### src/rtl/assert_macros.svh
// Assertion macros shared by the RTL of the trip average-speed block.
// Each macro checks on the rising edge of clk and is switched off while rst_n is low.
`ifndef ASSERT_MACROS_SVH
`define ASSERT_MACROS_SVH

// Same-cycle implication.
`define ASSERT_IMPL(label, ante, cons) \
  label: assert property (@(posedge clk) disable iff (!rst_n) (ante) |-> (cons)) \
    else $error("assertion failed");

// Next-cycle implication.
`define ASSERT_NEXT(label, ante, cons) \
  label: assert property (@(posedge clk) disable iff (!rst_n) (ante) |=> (cons)) \
    else $error("assertion failed");

`endif

### src/rtl/tasc_pkg.sv
// Shared types and constants of the trip average-speed block.
// No dependencies; used by tasc_div and trip_average_speed_calc.
`timescale 1ns / 1ps

package tasc_pkg;

  localparam int DATA_W   = 32;
  localparam int SPEED_W  = 16;
  localparam int TIME_W   = 19;
  localparam int PERIOD_W = 16;
  localparam int CFG_W    = 32;
  localparam int CFG_IDX_W = 2;

  localparam logic [PERIOD_W-1:0] DEFAULT_UPDATE_TICKS    = 16'd300;
  localparam logic [DATA_W-1:0]   DEFAULT_TIME_WRAP_TICKS = 32'd3600000;
  // Travel ticks are 100 ms, shown in seconds.
  localparam logic [DATA_W-1:0]   TICKS_PER_SECOND        = 32'd10;

  localparam logic [DATA_W-1:0]  THRESHOLD_RST  = 32'd500;
  localparam logic [DATA_W-1:0]  MAX_DIST_RST   = 32'd100000000;
  localparam logic [DATA_W-1:0]  MAX_TIME_RST   = 32'd36000000;
  localparam logic [SPEED_W-1:0] MAX_SPEED_RST  = 16'd255;

  typedef enum logic [1:0] {
    CMD_TICK  = 2'd0,
    CMD_RST_A = 2'd1,
    CMD_RST_B = 2'd2,
    CMD_INIT  = 2'd3
  } cmd_t;

  typedef enum logic [CFG_IDX_W-1:0] {
    CFG_THRESHOLD  = 2'd0,
    CFG_MAX_DIST   = 2'd1,
    CFG_MAX_TIME   = 2'd2,
    CFG_MAX_SPEED  = 2'd3
  } cfg_idx_t;

  typedef struct packed {
    logic [SPEED_W-1:0] speed;
    logic               speed_ok;
    logic [TIME_W-1:0]  time_s;
    logic               time_ok;
  } pub_t;

endpackage

### src/rtl/tasc_div.sv
// Bit-serial restoring divider, one quotient bit per cycle.
// Depends on tasc_pkg for the default width.
`timescale 1ns / 1ps

module tasc_div
  import tasc_pkg::*;
#(
  parameter int W = DATA_W
) (
  input  logic         clk,
  input  logic         rst_n,
  input  logic         start,
  input  logic [W-1:0] dividend,
  input  logic [W-1:0] divisor,
  output logic         busy,
  output logic [W-1:0] quotient
);

  localparam int CNT_W = $clog2(W + 1);

  logic [W-1:0]     rem_r, rem_nxt;
  logic [W-1:0]     quo_r, quo_nxt;
  logic [W-1:0]     dvs_r, dvs_nxt;
  logic [CNT_W-1:0] cnt_r, cnt_nxt;
  logic             busy_r, busy_nxt;
  logic [W:0]       trial;
  logic [W:0]       diff;

  assign trial = {rem_r, quo_r[W-1]};
  assign diff  = trial - {1'b0, dvs_r};

  always_comb begin
    rem_nxt  = rem_r;
    quo_nxt  = quo_r;
    dvs_nxt  = dvs_r;
    cnt_nxt  = cnt_r;
    busy_nxt = busy_r;
    if (start) begin
      rem_nxt  = '0;
      quo_nxt  = dividend;
      dvs_nxt  = divisor;
      cnt_nxt  = CNT_W'(W);
      busy_nxt = 1'b1;
    end else if (busy_r) begin
      // keep the shifted remainder when the subtract borrows
      quo_nxt  = {quo_r[W-2:0], ~diff[W]};
      rem_nxt  = diff[W] ? trial[W-1:0] : diff[W-1:0];
      cnt_nxt  = cnt_r - CNT_W'(1);
      busy_nxt = (cnt_r != CNT_W'(1));
    end
  end

  always_ff @(posedge clk) begin
    if (!rst_n) begin
      busy_r <= 1'b0;
    end else begin
      busy_r <= busy_nxt;
    end
    rem_r <= rem_nxt;
    quo_r <= quo_nxt;
    dvs_r <= dvs_nxt;
    cnt_r <= cnt_nxt;
  end

  assign busy     = busy_r;
  assign quotient = quo_r;

endmodule

### src/rtl/trip_average_speed_calc.sv
// Top level of the two-trip average-speed computer.
// Depends on tasc_pkg, tasc_div and assert_macros.svh.
//
//   port group | direction | handshake
//   in_*       | item in   | in_valid / in_stall
//   out_*      | result    | out_valid / out_stall
//   cfg_*      | reg write | cfg_we, no wait
//
// A tick with ignition on and a good signal, once initialised, goes from transfer
// through the apply, judge and divider-wait steps to the result register; the wait
// lasts until the 32-step serial dividers (one per trip for speed, one per trip for
// trip time) are done. Other items go from the apply step to the result register.
// Reset clears all trip state, published values and out_valid; registers get defaults.
// A new item is taken while the last result still waits; a stalled result
// holds the block in its final step until the transfer.
`timescale 1ns / 1ps
`include "assert_macros.svh"

module trip_average_speed_calc
  import tasc_pkg::*;
#(
  parameter logic [PERIOD_W-1:0] UPDATE_TICKS    = DEFAULT_UPDATE_TICKS,
  parameter logic [DATA_W-1:0]   TIME_WRAP_TICKS = DEFAULT_TIME_WRAP_TICKS
) (
  input  logic                 clk,
  input  logic                 rst_n,
  input  logic                 in_valid,
  output logic                 in_stall,
  input  logic [1:0]           in_command,
  input  logic [DATA_W-1:0]    in_odo_meters,
  input  logic                 in_ignition_on,
  input  logic                 in_distance_signal_ok,
  input  logic                 in_wheel_frame_ok,
  output logic                 out_valid,
  input  logic                 out_stall,
  output logic [SPEED_W-1:0]   out_speed_a,
  output logic                 out_speed_a_valid,
  output logic [SPEED_W-1:0]   out_speed_b,
  output logic                 out_speed_b_valid,
  output logic [TIME_W-1:0]    out_trip_time_a,
  output logic [TIME_W-1:0]    out_trip_time_b,
  output logic                 out_trip_time_valid,
  input  logic                 cfg_we,
  input  logic [CFG_IDX_W-1:0] cfg_index,
  input  logic [CFG_W-1:0]     cfg_data
);

  typedef enum logic [2:0] {
    S_IDLE,
    S_APPLY,
    S_JUDGE,
    S_DIV,
    S_OUT
  } state_t;

  state_t              state_r, state_nxt;
  cmd_t                cmd_r, cmd_nxt;
  logic [DATA_W-1:0]   odo_r, odo_nxt;
  logic                ign_r, ign_nxt;
  logic                sig_r, sig_nxt;
  logic                wheel_r, wheel_nxt;
  logic                init_r, init_nxt;

  logic [DATA_W-1:0]   dist_r [2];
  logic [DATA_W-1:0]   dist_nxt [2];
  logic [DATA_W-1:0]   off_r [2];
  logic [DATA_W-1:0]   off_nxt [2];
  logic [DATA_W-1:0]   drive_r [2];
  logic [DATA_W-1:0]   drive_nxt [2];
  logic [DATA_W-1:0]   travel_r [2];
  logic [DATA_W-1:0]   travel_nxt [2];
  logic [PERIOD_W-1:0] period_r [2];
  logic [PERIOD_W-1:0] period_nxt [2];
  logic [SPEED_W-1:0]  avg_r [2];
  logic [SPEED_W-1:0]  avg_nxt [2];
  logic [1:0]          avgv_r, avgv_nxt;
  pub_t                pub_r [2];
  pub_t                pub_nxt [2];
  logic [1:0]          spd_go_r, spd_go_nxt;
  logic [1:0]          tm_go_r, tm_go_nxt;

  logic [DATA_W-1:0]   thr_r, thr_nxt;
  logic [DATA_W-1:0]   maxd_r, maxd_nxt;
  logic [DATA_W-1:0]   maxt_r, maxt_nxt;
  logic [SPEED_W-1:0]  maxs_r, maxs_nxt;

  logic                out_valid_r, out_valid_nxt;
  logic [SPEED_W-1:0]  out_speed_a_r, out_speed_b_r;
  logic                out_speed_a_valid_r, out_speed_b_valid_r;
  logic [TIME_W-1:0]   out_time_a_r, out_time_b_r;
  logic                out_time_valid_r;

  logic [1:0]          spd_start, tm_start;
  logic [3:0]          div_busy;
  logic [DATA_W-1:0]   spd_dvd [2];
  logic [DATA_W-1:0]   spd_q [2];
  logic [DATA_W-1:0]   tm_q [2];
  logic                out_load;
  logic                spd_pub_clear;

  // Per trip: a speed divider and a trip-time divider.
  for (genvar t = 0; t < 2; t++) begin : g_trip
    // distance * 36, wrapping at 32 bits
    assign spd_dvd[t] = (dist_r[t] << 5) + (dist_r[t] << 2);

    tasc_div #(.W(DATA_W)) u_spd_div (
      .clk      (clk),
      .rst_n    (rst_n),
      .start    (spd_start[t]),
      .dividend (spd_dvd[t]),
      .divisor  (drive_r[t]),
      .busy     (div_busy[t]),
      .quotient (spd_q[t])
    );

    tasc_div #(.W(DATA_W)) u_tm_div (
      .clk      (clk),
      .rst_n    (rst_n),
      .start    (tm_start[t]),
      .dividend (travel_r[t]),
      .divisor  (TICKS_PER_SECOND),
      .busy     (div_busy[2+t]),
      .quotient (tm_q[t])
    );
  end

  assign out_load = (state_r == S_OUT) && (!out_valid_r || !out_stall);

  always_comb begin
    logic [PERIOD_W-1:0] per_inc [2];
    logic [1:0]          clr;

    state_nxt  = state_r;
    cmd_nxt    = cmd_r;
    odo_nxt    = odo_r;
    ign_nxt    = ign_r;
    sig_nxt    = sig_r;
    wheel_nxt  = wheel_r;
    init_nxt   = init_r;
    dist_nxt   = dist_r;
    off_nxt    = off_r;
    drive_nxt  = drive_r;
    travel_nxt = travel_r;
    period_nxt = period_r;
    avg_nxt    = avg_r;
    avgv_nxt   = avgv_r;
    pub_nxt    = pub_r;
    spd_go_nxt = spd_go_r;
    tm_go_nxt  = tm_go_r;
    spd_start  = '0;
    tm_start   = '0;
    clr        = '0;
    for (int t = 0; t < 2; t++) begin
      per_inc[t] = period_r[t] + PERIOD_W'(1);
    end

    unique case (state_r)
      S_IDLE: begin
        if (in_valid) begin
          cmd_nxt   = cmd_t'(in_command);
          odo_nxt   = in_odo_meters;
          ign_nxt   = in_ignition_on;
          sig_nxt   = in_distance_signal_ok;
          wheel_nxt = in_wheel_frame_ok;
          state_nxt = S_APPLY;
        end
      end
      S_APPLY: begin
        state_nxt = S_OUT;
        unique case (cmd_r) inside
          CMD_INIT: begin
            if (!init_r) begin
              init_nxt = 1'b1;
              clr      = 2'b11;
              for (int t = 0; t < 2; t++) begin
                pub_nxt[t].speed = '0;
              end
            end
          end
          CMD_RST_A, CMD_RST_B: begin
            if (init_r) begin
              clr = (cmd_r == CMD_RST_B) ? 2'b10 : 2'b01;
            end
          end
          CMD_TICK: begin
            if (init_r && ign_r) begin
              if (!sig_r) begin
                for (int t = 0; t < 2; t++) begin
                  pub_nxt[t] = '0;
                end
              end else begin
                for (int t = 0; t < 2; t++) begin
                  if (wheel_r) begin
                    if (odo_r > off_r[t]) begin
                      dist_nxt[t] = dist_r[t] + (odo_r - off_r[t]);
                      off_nxt[t]  = odo_r;
                    end
                    drive_nxt[t]  = drive_r[t] + DATA_W'(1);
                    travel_nxt[t] = travel_r[t] + DATA_W'(1);
                  end else begin
                    // stale wheel frame: drop the odometer step and restart the update period
                    off_nxt[t]    = odo_r;
                    period_nxt[t] = '0;
                  end
                end
                state_nxt = S_JUDGE;
              end
            end
          end
          default: ;
        endcase
        for (int t = 0; t < 2; t++) begin
          if (clr[t]) begin
            avg_nxt[t]    = '0;
            avgv_nxt[t]   = 1'b0;
            drive_nxt[t]  = '0;
            dist_nxt[t]   = '0;
            travel_nxt[t] = '0;
            period_nxt[t] = '0;
            off_nxt[t]    = odo_r;
          end
        end
      end
      S_JUDGE: begin
        for (int t = 0; t < 2; t++) begin
          if (per_inc[t] >= UPDATE_TICKS && dist_r[t] > thr_r) begin
            period_nxt[t] = '0;
            if (dist_r[t] <= maxd_r && drive_r[t] <= maxt_r && drive_r[t] != '0) begin
              spd_start[t] = 1'b1;
            end
          end else begin
            period_nxt[t] = per_inc[t];
          end
          if (travel_r[t] < TIME_WRAP_TICKS) begin
            tm_start[t] = 1'b1;
          end else begin
            travel_nxt[t] = '0;
          end
        end
        spd_go_nxt = spd_start;
        tm_go_nxt  = tm_start;
        state_nxt  = S_DIV;
      end
      S_DIV: begin
        if (div_busy == '0) begin
          for (int t = 0; t < 2; t++) begin
            if (spd_go_r[t]) begin
              if (spd_q[t] > {{(DATA_W-SPEED_W){1'b0}}, maxs_r}) begin
                avg_nxt[t] = maxs_r;
              end else begin
                avg_nxt[t] = spd_q[t][SPEED_W-1:0];
              end
              avgv_nxt[t] = 1'b1;
            end
            pub_nxt[t].speed    = avg_nxt[t];
            pub_nxt[t].speed_ok = avgv_nxt[t];
            pub_nxt[t].time_s   = tm_go_r[t] ? tm_q[t][TIME_W-1:0] : '0;
            pub_nxt[t].time_ok  = 1'b1;
          end
          state_nxt = S_OUT;
        end
      end
      S_OUT: begin
        if (out_load) begin
          state_nxt = S_IDLE;
        end
      end
      default: state_nxt = S_IDLE;
    endcase
  end

  // Register writes.
  always_comb begin
    thr_nxt  = thr_r;
    maxd_nxt = maxd_r;
    maxt_nxt = maxt_r;
    maxs_nxt = maxs_r;
    if (cfg_we) begin
      unique case (cfg_idx_t'(cfg_index))
        CFG_THRESHOLD: thr_nxt  = cfg_data;
        CFG_MAX_DIST:  maxd_nxt = cfg_data;
        CFG_MAX_TIME:  maxt_nxt = cfg_data;
        CFG_MAX_SPEED: maxs_nxt = cfg_data[SPEED_W-1:0];
        default: ;
      endcase
    end
  end

  // Clear the result register once its transfer completes.
  assign out_valid_nxt = out_load | (out_valid_r & out_stall);

  always_ff @(posedge clk) begin
    if (!rst_n) begin
      state_r     <= S_IDLE;
      init_r      <= 1'b0;
      out_valid_r <= 1'b0;
      thr_r       <= THRESHOLD_RST;
      maxd_r      <= MAX_DIST_RST;
      maxt_r      <= MAX_TIME_RST;
      maxs_r      <= MAX_SPEED_RST;
      avgv_r      <= '0;
      spd_go_r    <= '0;
      tm_go_r     <= '0;
      for (int t = 0; t < 2; t++) begin
        dist_r[t]   <= '0;
        off_r[t]    <= '0;
        drive_r[t]  <= '0;
        travel_r[t] <= '0;
        period_r[t] <= '0;
        avg_r[t]    <= '0;
        pub_r[t]    <= '0;
      end
    end else begin
      state_r     <= state_nxt;
      init_r      <= init_nxt;
      out_valid_r <= out_valid_nxt;
      thr_r       <= thr_nxt;
      maxd_r      <= maxd_nxt;
      maxt_r      <= maxt_nxt;
      maxs_r      <= maxs_nxt;
      avgv_r      <= avgv_nxt;
      spd_go_r    <= spd_go_nxt;
      tm_go_r     <= tm_go_nxt;
      dist_r      <= dist_nxt;
      off_r       <= off_nxt;
      drive_r     <= drive_nxt;
      travel_r    <= travel_nxt;
      period_r    <= period_nxt;
      avg_r       <= avg_nxt;
      pub_r       <= pub_nxt;
    end
    cmd_r   <= cmd_nxt;
    odo_r   <= odo_nxt;
    ign_r   <= ign_nxt;
    sig_r   <= sig_nxt;
    wheel_r <= wheel_nxt;
    if (out_load) begin
      out_speed_a_r       <= pub_r[0].speed;
      out_speed_a_valid_r <= pub_r[0].speed_ok;
      out_speed_b_r       <= pub_r[1].speed;
      out_speed_b_valid_r <= pub_r[1].speed_ok;
      out_time_a_r        <= pub_r[0].time_s;
      out_time_b_r        <= pub_r[1].time_s;
      out_time_valid_r    <= pub_r[0].time_ok;
    end
  end

  assign in_stall            = (state_r != S_IDLE);
  assign out_valid           = out_valid_r;
  assign out_speed_a         = out_speed_a_r;
  assign out_speed_a_valid   = out_speed_a_valid_r;
  assign out_speed_b         = out_speed_b_r;
  assign out_speed_b_valid   = out_speed_b_valid_r;
  assign out_trip_time_a     = out_time_a_r;
  assign out_trip_time_b     = out_time_b_r;
  assign out_trip_time_valid = out_time_valid_r;

  assign spd_pub_clear = !pub_r[0].speed_ok && !pub_r[1].speed_ok &&
                         pub_r[0].speed == '0 && pub_r[1].speed == '0;

  // The published time of trip A only goes invalid together with every speed field.
  `ASSERT_IMPL(a_time_ok_guards_speed, !pub_r[0].time_ok, spd_pub_clear)
  // No divider runs once the block is back to waiting for an item.
  `ASSERT_IMPL(a_div_idle, state_r == S_IDLE, div_busy == '0)
  // A fresh result only ever comes out of the final step.
  `ASSERT_IMPL(a_result_from_out, $rose(out_valid_r), $past(state_r) == S_OUT)

endmodule
### config.mk
export PLATFORM = sky130hd
export DESIGN_NAME = trip_average_speed_calc
export DESIGN_NICKNAME = d
export VERILOG_FILES = /design/src/rtl/tasc_pkg.sv /design/src/rtl/tasc_div.sv /design/src/rtl/trip_average_speed_calc.sv
export VERILOG_INCLUDE_DIRS = /design/src /design/src/rtl
export SDC_FILE = /design/constraint.sdc
export NUM_CORES = 2
export LEC_CHECK = 0
export BUFFER_PORTS_ARGS = -buffer_cell sky130_fd_sc_hd__buf_2
export CORE_MARGIN = 2
export CORE_UTILIZATION = 58
export DETAILED_ROUTE_END_ITERATION = 12
export GPL_TIMING_DRIVEN = 0
export PLACE_DENSITY = 0.79
export SLEW_MARGIN = 20
export SYNTH_ARGS = -nofsm -noshare
export SYNTH_HDL_FRONTEND = slang
export SYNTH_HIERARCHICAL = 1
export SYNTH_SLANG_ARGS = --single-unit
### constraint.sdc
create_clock -name clk -period 7.5 [get_ports clk]
set_clock_uncertainty 0.15 [all_clocks]
set_input_delay 0.75 -clock clk [delete_from_list [all_inputs] [get_ports clk]]
set_output_delay 0.75 -clock clk [all_outputs]
set_load 0.05 [all_outputs]
==> results.py <==
metrics = {
    "routing": {
        "vias": 54200,
        "first_pass_iters": 7,
        "antenna_left": 0,
        "wl_per_cell_um": 20.5,
        "drc": 0,
        "first_iter_violations": 4788,
        "wirelength_mm": 182,
        "viasPerCell": 6.11,
    },
    "outcome": {
        "status": "finished clean",
    },
    "job": {
        "maxCapViolCount": 0,
    },
    "timing": {
        "max_freq_mhz": 145,
        "tightest_slew_ns": 1.17,
        "period_needed_ns": 6.87,
        "relSlewSlack": 0.218,
        "finalSetupViolations": 0,
        "fin_setup_tns_ns": 0,
        "rsz0062_at_grt": "no",
        "setup_slack_ns": 0.625,
        "finalCritPeriodShare": 0.917,
        "hold_viol_final": 0,
        "drv_slew": 0,
    },
    "worst_setup_path": {
        "r2r_end": "g_trip[0].u_spd_div/quotient[0]",
        "end_kind": "register",
        "worst-setup-path-type": "reg -> reg",
        "cp.required_ns": 7.70,
        "cp_cell_sequence": "ha_1 -> clkbuf_1 -> inv_1 -> nor2_1 -> and3_1 -> mux2i_1 -> o311ai_0 -> and3_1 -> nor3_2 -> nor4b_2 -> buf_6 -> clkbuf_1 -> buf_1 -> buf_1 -> o21ai_0",
        "r2r_slack_ns": 0.63,
        "arrival_ns": 7.08,
        "cp_slowest_cell": "nor4b_2",
        "r2r-start": "period_r[16]",
        "startpoint": "period_r[16]",
        "rr_worst_depth": 15,
        "cpPeakStageDelay_ns": 0.89,
        "crit_fanout": 10,
        "cp-endpoint": "g_trip[0].u_spd_div/quotient[0]",
        "startpoint_type": "register",
    },
    "floorplanning": {
        "pin_count": 151,
        "coreArea_um2": 109000,
        "fp-row-count": 121,
        "dieHeight_um": 335,
        "dieArea_um2": 112000,
        "initial_core_util": 0.583,
        "die_x_um": 335,
    },
    "hold_path": {
        "hold_class": "in -> reg",
    },
    "placement": {
        "hpwl_mm": 140,
        "dp_slack_ns": 0.758,
        "portBuffers": 149,
        "place.gp.congestion": 1.01,
    },
    "global_route": {
        "grt_pass1_vias": 51700,
        "grt_pass1_wl_mm": 282,
        "antenna_found_initial": 23,
        "grt_overflow": 0,
        "grt_util_all_layers": 0.317,
        "grt_max_degree": 35,
    },
    "power": {
        "max-vdd-ir-drop_uv": 245,
        "leakage_nw": 28.9,
        "powerDensity_nw_per_um2": 240,
    },
    "clock_network": {
        "cts_setup_buffers": 0,
        "cts.htree.levels": 3,
        "cts_buffers": 109,
        "cts_root_buffer": "clkbuf_16",
        "cts.repair.resized": 0,
        "ctsHoldBuffers": 0,
        "insertion_delay_ns": 0.71,
        "cts_tree": "yes",
        "clock-sinks": 1038,
        "clock_path_buffers": 3,
        "path_clk_slew_ns": 0.06,
    },
    "synth": {
        "syn-cell-area_um2": 63400,
        "ys_ff_latch": 1038,
        "synth-async-reset-ratio": 0,
        "synth-edff-count": 366,
        "dominantRegCellSynth": "dfxtp_1",
        "synth_cell_type_count": 112,
        "yosysSeqAreaShare": 0.386,
        "synth_warnings": 6,
        "synth_cells": 6995,
        "postSynthAreaPerCell_um2": 9.06,
    },
    "final_layout": {
        "final_nets": 8029,
        "area_delta_synth_final_pct": 10.7,
        "drive_above_1_share": 0.0953,
    },
}
-- cell usage after synthesis, drive strengths merged, types with 82 or more instances --
cell type | count | area, µm²
nand2 | 677 | 2580
dfxtp | 672 | 13500
inv | 665 | 2500
ha | 551 | 6890
nor2 | 540 | 2030
a21oi | 480 | 2420
edfxtp | 366 | 11000
o21ai | 333 | 1680
nand3 | 246 | 1250
clkbuf | 200 | 756
a21o | 195 | 1460
nand4 | 169 | 1080
xor2 | 169 | 1560
xnor2 | 155 | 1390
mux2 | 130 | 1460
buf | 102 | 544
a311oi | 91 | 1230
nor3 | 82 | 437
-- flip-flops by register name, indices dropped and copies added (netlist names), 64 cells and up --
register / count
g_trip.u_spd_div/dvs_r: 64
pub_r: 73
off_r: 64
g_trip.u_tm_div/rem_r: 64
g_trip.u_tm_div/quotient: 64
g_trip.u_spd_div/quotient: 64
drive_r: 64
travel_r: 64
dist_r: 64
g_trip.u_tm_div/dvs_r: 64
g_trip.u_spd_div/rem_r: 64
-- logic make-up (layout without fill, tap and decap cells) --
group	after synthesis	after routing	synth area share
adders and majority gates	619	619	0.130
AOI/OAI and AO/OA	1666	1666	0.178
xor gates and xnor gates	324	324	0.0464
muxes	173	173	0.0299
other	2	85	0.000118
buffers and inverters	971	1339	0.0601
DFF	1038	1038	0.386
and+or+nand+nor	2202	2202	0.169
-- cells in the final DEF (no fill, tap or decap), drive strengths merged, types with 40 or more instances in the layout --
cell	n
a21oi	480
o31ai	51
mux2i	43
o21ai	333
xnor2	155
clkinv	40
buf	264
nor2b	54
nand2b	72
nand4	169
nor3	82
conb	68
inv	670
xor2	169
and3	73
ha	551
edfxtp	366
a21o	195
a31oi	69
o211ai	71
nor4	56
fa	68
or3	68
a22oi	57
nand2	677
mux2	130
a311oi	91
nor2	540
o221ai	42
clkbuf	351
dfxtp	672
nand3	246
o21a	61
-- stage by stage --
step	std cells	power (mW)	util	area (µm²)	hold WS (ns)
2_1_floorplan	7061	10.1	-	63600	0.258
4_1_cts	8843	16.8	0.645	70100	0.0263
5_1_grt	8848	17.6	0.645	70100	0.0413
6_report	8860	16.9	0.646	70200	0.0623
3_3_place_gp	8624	11.1	0.609	66200	0.264
3_5_place_dp	8637	11.3	0.611	66400	0.266
-- area by class of cell --
cell class / instances / area (µm²)
Antenna cell: 17 / 42.5
Buffer: 302 / 1300
Clock buffer: 151 / 3190
Clock inverter: 55 / 526
Fill cell: 8857 / 38500
Inverter: 669 / 2510
Multi-Input combinational cell: 5052 / 35500
Sequential cell: 1038 / 24400
Tap cell: 1414 / 1770
Timing Repair Buffer: 162 / 937
-- power by group --
part	leakage [nW]	switching, mW	internal [mW]	total, mW
logic	18.2	2.88	1.79	4.67
clock network	1.81	2.38	3.19	5.57
registers	8.87	0.370	6.25	6.62
total	28.9	5.63	11.2	16.9
-- metal layers --
metal	share of wire	vias up	global-route usage
met1	0.42	25900	0.419
met2	0.45	2111	0.509
met3	0.076	462	0.0433
met4	0.055	4	0.162
met5	0.00011	-	0
li1	-	25700	-
-- worst max-delay path, delay by kind of cell, from the launching register on --
family	cells	cell delay, ns
buf+inv	6	2.58
simple gates	5	2.42
compound gates	2	0.54
flops	1	0.43
mux	1	0.21
fa+ha+maj	1	0.18
-- worst min-delay path by stage --
stage                     start                  end  cells past startpoint  slack (ns)
3_5_place_dp          pub_r[20]    out_speed_b_valid                      0        0.27
2_1_floorplan         pub_r[58]       out_speed_a[0]                      0        0.26
6_report       in_odo_meters[1]             odo_r[1]                      1        0.06
4_1_cts           in_command[0]             cmd_r[0]                      1        0.03
3_3_place_gp          pub_r[49]  out_trip_time_a[11]                      0        0.26
5_1_grt           in_command[0]             cmd_r[0]                      1        0.04
Note: power is estimated with default switching activity, not from simulation.
